File: src/hdl/mcsrb_pkg.sv
`timescale 1ns / 1ps
// ----------------------------------------------------------------------------
// mcsrb_pkg
// Shared types, constants and helpers for the multi-channel sample ring buffer.
// ----------------------------------------------------------------------------
package mcsrb_pkg;

    localparam int DEF_MAX_DEPTH   = 64;
    localparam int DEF_LAYERS      = 6;
    localparam int DEF_SAMPLE_BITS = 32;

    localparam int SMP_W     = 32;  // sample field width on the ports
    localparam int DEPTH_W   = 7;   // depth, fill, requested and returned
    localparam int LAYER_W   = 3;
    localparam int ACTION_W  = 2;
    localparam int CFG_IDX_W = 3;
    localparam int GROUP_W   = 2;
    localparam int NUM_GROUPS = 4;

    typedef enum logic [ACTION_W-1:0] {
        ACT_WRITE  = 2'd0,
        ACT_OLDEST = 2'd1,
        ACT_LATEST = 2'd2,
        ACT_NONE   = 2'd3
    } t_action;

    // depth register indexes, one per layer group
    localparam logic [GROUP_W-1:0] GRP_BVP    = 2'd0;
    localparam logic [GROUP_W-1:0] GRP_MOTION = 2'd1;
    localparam logic [GROUP_W-1:0] GRP_SKIN   = 2'd2;
    localparam logic [GROUP_W-1:0] GRP_TEMP   = 2'd3;

    typedef enum logic [1:0] {
        ST_IDLE,
        ST_FETCH,
        ST_SHOW,
        ST_RESP
    } t_state;

    typedef struct packed {
        logic load;        // take the input item
        logic rd_first;    // read the first sample of a burst
        logic rd_next;     // step to and read the next sample
        logic sel_sample;  // output shows a sample from the store
    } t_dp_cmd;

    typedef struct packed {
        logic burst;       // incoming item is a read with something to return
        logic last;        // sample now shown is the final one
    } t_dp_sts;

    function automatic logic [GROUP_W-1:0] group_of(input logic [LAYER_W-1:0] layer);
        logic [GROUP_W-1:0] g;
        unique case (layer) inside
            3'd0:                 g = GRP_BVP;
            [3'd1:3'd3]:          g = GRP_MOTION;
            3'd4:                 g = GRP_SKIN;
            default:              g = GRP_TEMP;
        endcase
        return g;
    endfunction

    // depth in use: zero acts as one, anything above the ring size as the size
    function automatic logic [DEPTH_W-1:0] eff_depth(input logic [DEPTH_W-1:0] d,
                                                     input logic [DEPTH_W-1:0] maxd);
        logic [DEPTH_W-1:0] e;
        if (d == '0) begin
            e = DEPTH_W'(1);
        end else if (d > maxd) begin
            e = maxd;
        end else begin
            e = d;
        end
        return e;
    endfunction

endpackage

File: src/hdl/mcsrb_ctrl.sv
`timescale 1ns / 1ps
// ----------------------------------------------------------------------------
// mcsrb_ctrl
// Item sequencer: accepts an item, runs the read burst and hands out results.
// ----------------------------------------------------------------------------
module mcsrb_ctrl (
    input  logic               i_clk,
    input  logic               i_rst_n,
    input  logic               i_in_valid,
    output logic               o_in_ready,
    output logic               o_out_valid,
    input  logic               i_out_ready,
    input  mcsrb_pkg::t_dp_sts i_sts,
    output mcsrb_pkg::t_dp_cmd o_cmd
);
    import mcsrb_pkg::*;

    t_state r_state;
    t_state n_state;

    always_ff @(posedge i_clk) begin
        if (!i_rst_n) begin
            r_state <= ST_IDLE;
        end else begin
            r_state <= n_state;
        end
    end

    always_comb begin
        n_state     = r_state;
        o_cmd       = '0;
        o_in_ready  = 1'b0;
        o_out_valid = 1'b0;
        unique case (r_state)
            ST_IDLE: begin
                o_in_ready = 1'b1;
                if (i_in_valid) begin
                    o_cmd.load = 1'b1;
                    n_state    = i_sts.burst ? ST_FETCH : ST_RESP;
                end
            end
            ST_FETCH: begin
                o_cmd.rd_first = 1'b1;
                n_state        = ST_SHOW;
            end
            ST_SHOW: begin
                o_out_valid      = 1'b1;
                o_cmd.sel_sample = 1'b1;
                if (i_out_ready) begin
                    if (i_sts.last) begin
                        n_state = ST_IDLE;
                    end else begin
                        // next read lands in the data register with this transfer
                        o_cmd.rd_next = 1'b1;
                    end
                end
            end
            ST_RESP: begin
                o_out_valid = 1'b1;
                if (i_out_ready) begin
                    n_state = ST_IDLE;
                end
            end
            default: begin
                n_state = ST_IDLE;
            end
        endcase
    end

endmodule

File: config.mk
export PLATFORM = sky130hd
export DESIGN_NAME = mcsrb_ctrl
export DESIGN_NICKNAME = d
export VERILOG_FILES = /design/src/hdl/mcsrb_pkg.sv /design/src/hdl/mcsrb_ctrl.sv
export SDC_FILE = /design/constraint.sdc
export NUM_CORES = 1
export LEC_CHECK = 0
export ABC_AREA = 1
export BUFFER_PORTS_ARGS = -buffer_cell sky130_fd_sc_hd__buf_2
export CORE_AREA = 3 3 40 42
export CTS_CLUSTER_DIAMETER = 200
export DETAILED_ROUTE_END_ITERATION = 16
export DIE_AREA = 0 0 43 45
export PLACE_DENSITY = 0.37
export SLEW_MARGIN = 20
export SYNTH_ARGS = -nofsm -noshare
export SYNTH_HDL_FRONTEND = slang
export SYNTH_SLANG_ARGS = --single-unit
File: constraint.sdc
create_clock -name i_clk -period 0.8 [get_ports i_clk]
set_input_delay 0.04 -clock i_clk [delete_from_list [all_inputs] [get_ports i_clk]]
set_output_delay 0.04 -clock i_clk [all_outputs]
set_load 0.02 [all_outputs]
==> flow_summary.ini <==
[sta]
finalCritPeriodShare = 1.21
setup_ws_ps = -164
hold_violations = 0
clock_skew_ps = 0.179
grt_setup_unrepaired = yes
fmax_mhz = 1040
drv_slew = 0
min_period_ps = 964
setup_viol = 8
relSlewSlack = 0.931
tightest_slew_ps = 103

[cts]
cts_tree = yes
hold_buffers = 0
cts_buffers = 3
clock_path_buffers = 2
root_buffer = clkbuf_4
cts_sinks = 2
clk_pin_slew_ps = 30
htreeDepth = 1
insertion_delay_ps = 220

[drt]
drc = 0
wl_per_cell_um = 7.51
drtAntennaViolNets = 0
routed_wl_um = 443
drt-initial-drc-count = 1
dr.pass1.iters = 2
vias = 205
viasPerCell = 3.47

[die]
die_area_sq_mm = 0.00194
start_util = 0.106
core_area_sq_mm = 0.00128
num_rows = 13
ios = 12
fp.dieH_um = 45
die_x_um = 43

[setup_path]
worstSetupPathType = reg -> out
critPathCaptureType = output port
max_stage_delay_ps = 350
path_max_fanout = 4
path_delay_family = flip-flops
path_buf_inv = 2
critPathSlowestCell = dfxtp_4
start_kind = register
critical_path_required_ps = 760
path_cells = nor2_4 > nand2_2 > inv_2 > buf_6
cp.arrival_ps = 920

[status]
status = finished with violations
violations = negative setup slack

[grt]
grt_pass1_wl_um = 676
track_usage = 0.0532
grt_overflow = 0
antenna_found_initial = 0
grt_max_degree = 6
grt_pass1_vias = 183

[logic_synthesis]
synth_area_sq_um = 136
synth_nets = 31
avgSynthCellArea_sq_um = 5.46
netlist_instances = 25
yosysWarnings = 0
yosysSeqAreaShare = 0.294
synth_seq_cells = 2
ys_types = 8

[layout]
drive_gt1_frac = 0.727
antenna_cells = 0
fillerInstances = 145
utilization = 0.267
largest_register_ffs = 2
syn_to_final_growth_pct = 151
final_nets = 52
regMostFlops = r_state
layout_top_registers = r_state (2)
final_area_sq_um = 343

[job]
cap_viol_max_count = 0

[placement]
io_buffer_count = 11
place_area_sq_um = 231
gp_congestion = 0.579
place_hpwl_um = 302

[min_path]
hp-class = in -> reg

[power]
leakage_nw = 0.188
power_density_mw_per_mm2 = 1750
power_mw = 0.599
irDropWorstVdd_v = 0.000574
-- logic make-up (layout without fill, tap and decap cells) --
family	after synthesis	count (layout)	synth area share
compound gates	2	2	0.0734
buf+inv	9	28	0.248
flops	2	2	0.294
simple gates	12	12	0.385
-- cells in the final DEF (no fill, tap or decap), types with 2 or more instances in the layout --
| master | instances |
|---|---|
| buf_6 | 6 |
| buf_4 | 6 |
| buf_2 | 5 |
| nor2_2 | 2 |
| clkbuf_4 | 3 |
| inv_1 | 5 |
| inv_2 | 2 |
| nand2_1 | 4 |
| nand2_2 | 2 |
| dfxtp_4 | 2 |
-- stage by stage --
step	setup WS (ps)	setup TNS [ps]	hold WS (ps)	std cells
after floorplan	-55.3	-63.7	172	25
after global placement	-60.0	-254	291	52
after detailed placement	-79.0	-314	287	52
after CTS	-178	-835	38.2	56
after global routing	-216	-1370	71.8	59
final	-164	-985	60.4	59
-- timing repair --
item	4_1_cts	5_1_grt
pin swaps	1	4
resized for setup	16	8
buffers inserted	1	3
setup endpoints to repair	8	8
-- layout make-up --
type,count,area [sq um],share of cell area
clock buffer,3,22.5,0.0657
inverter,8,32.5,0.0949
multi-input combinational,14,83.8,0.245
sequential,2,47.5,0.139
tap,15,18.8,0.0547
timing repair buffer,17,138,0.401
-- worst register-to-register path: stages (launching register included) --
cell and delay, ps:
dfxtp_4 360, buf_4 140, buf_6 100, nand2_1 50
nand2_1 60, inv_2 50, a21oi_2 40
-- cell usage after synthesis (all sizes together) --
master | n | area, sq um
inv | 8 | 30.0
nor2 | 4 | 15.0
dfxtp | 2 | 40.0
nand3 | 2 | 15.0
nand2 | 6 | 22.5
clkbuf | 1 | 3.75
a21oi | 2 | 10.0
-- power breakdown --
| group | switching, mW | total (mW) | internal [mW] | leakage (nW) |
|---|---|---|---|---|
| clock network | 0.0549 | 0.220 | 0.165 | 0.0138 |
| registers | 0.0213 | 0.133 | 0.112 | 0.0178 |
| logic | 0.113 | 0.246 | 0.133 | 0.156 |
| total | 0.189 | 0.599 | 0.410 | 0.188 |
-- metal layers --
layer / global-route usage / vias up / wire, um
met5: 0 / - / 0
met4: 0.0904 / 0 / 0
met3: 0.0120 / 0 / 60
met2: 0.0539 / 11 / 183
met1: 0.0673 / 86 / 199
li1: - / 108 / -
-- worst paths after layout --
kind | from | cells after the start | endpoint | slack, ps
setup reg to reg | r_state[1]$_SDFFE_PN0P_ | 6 | r_state[1]$_SDFFE_PN0P_ | -110
hold reg to reg | r_state[0]$_SDFFE_PN0P_ | 3 | r_state[0]$_SDFFE_PN0P_ | 580
setup / recovery | r_state[0]$_SDFFE_PN0P_ | 4 | o_cmd[3] | -160
hold / removal | i_rst_n | 3 | r_state[1]$_SDFFE_PN0P_ | 60
(Power assumes the default switching activity.)
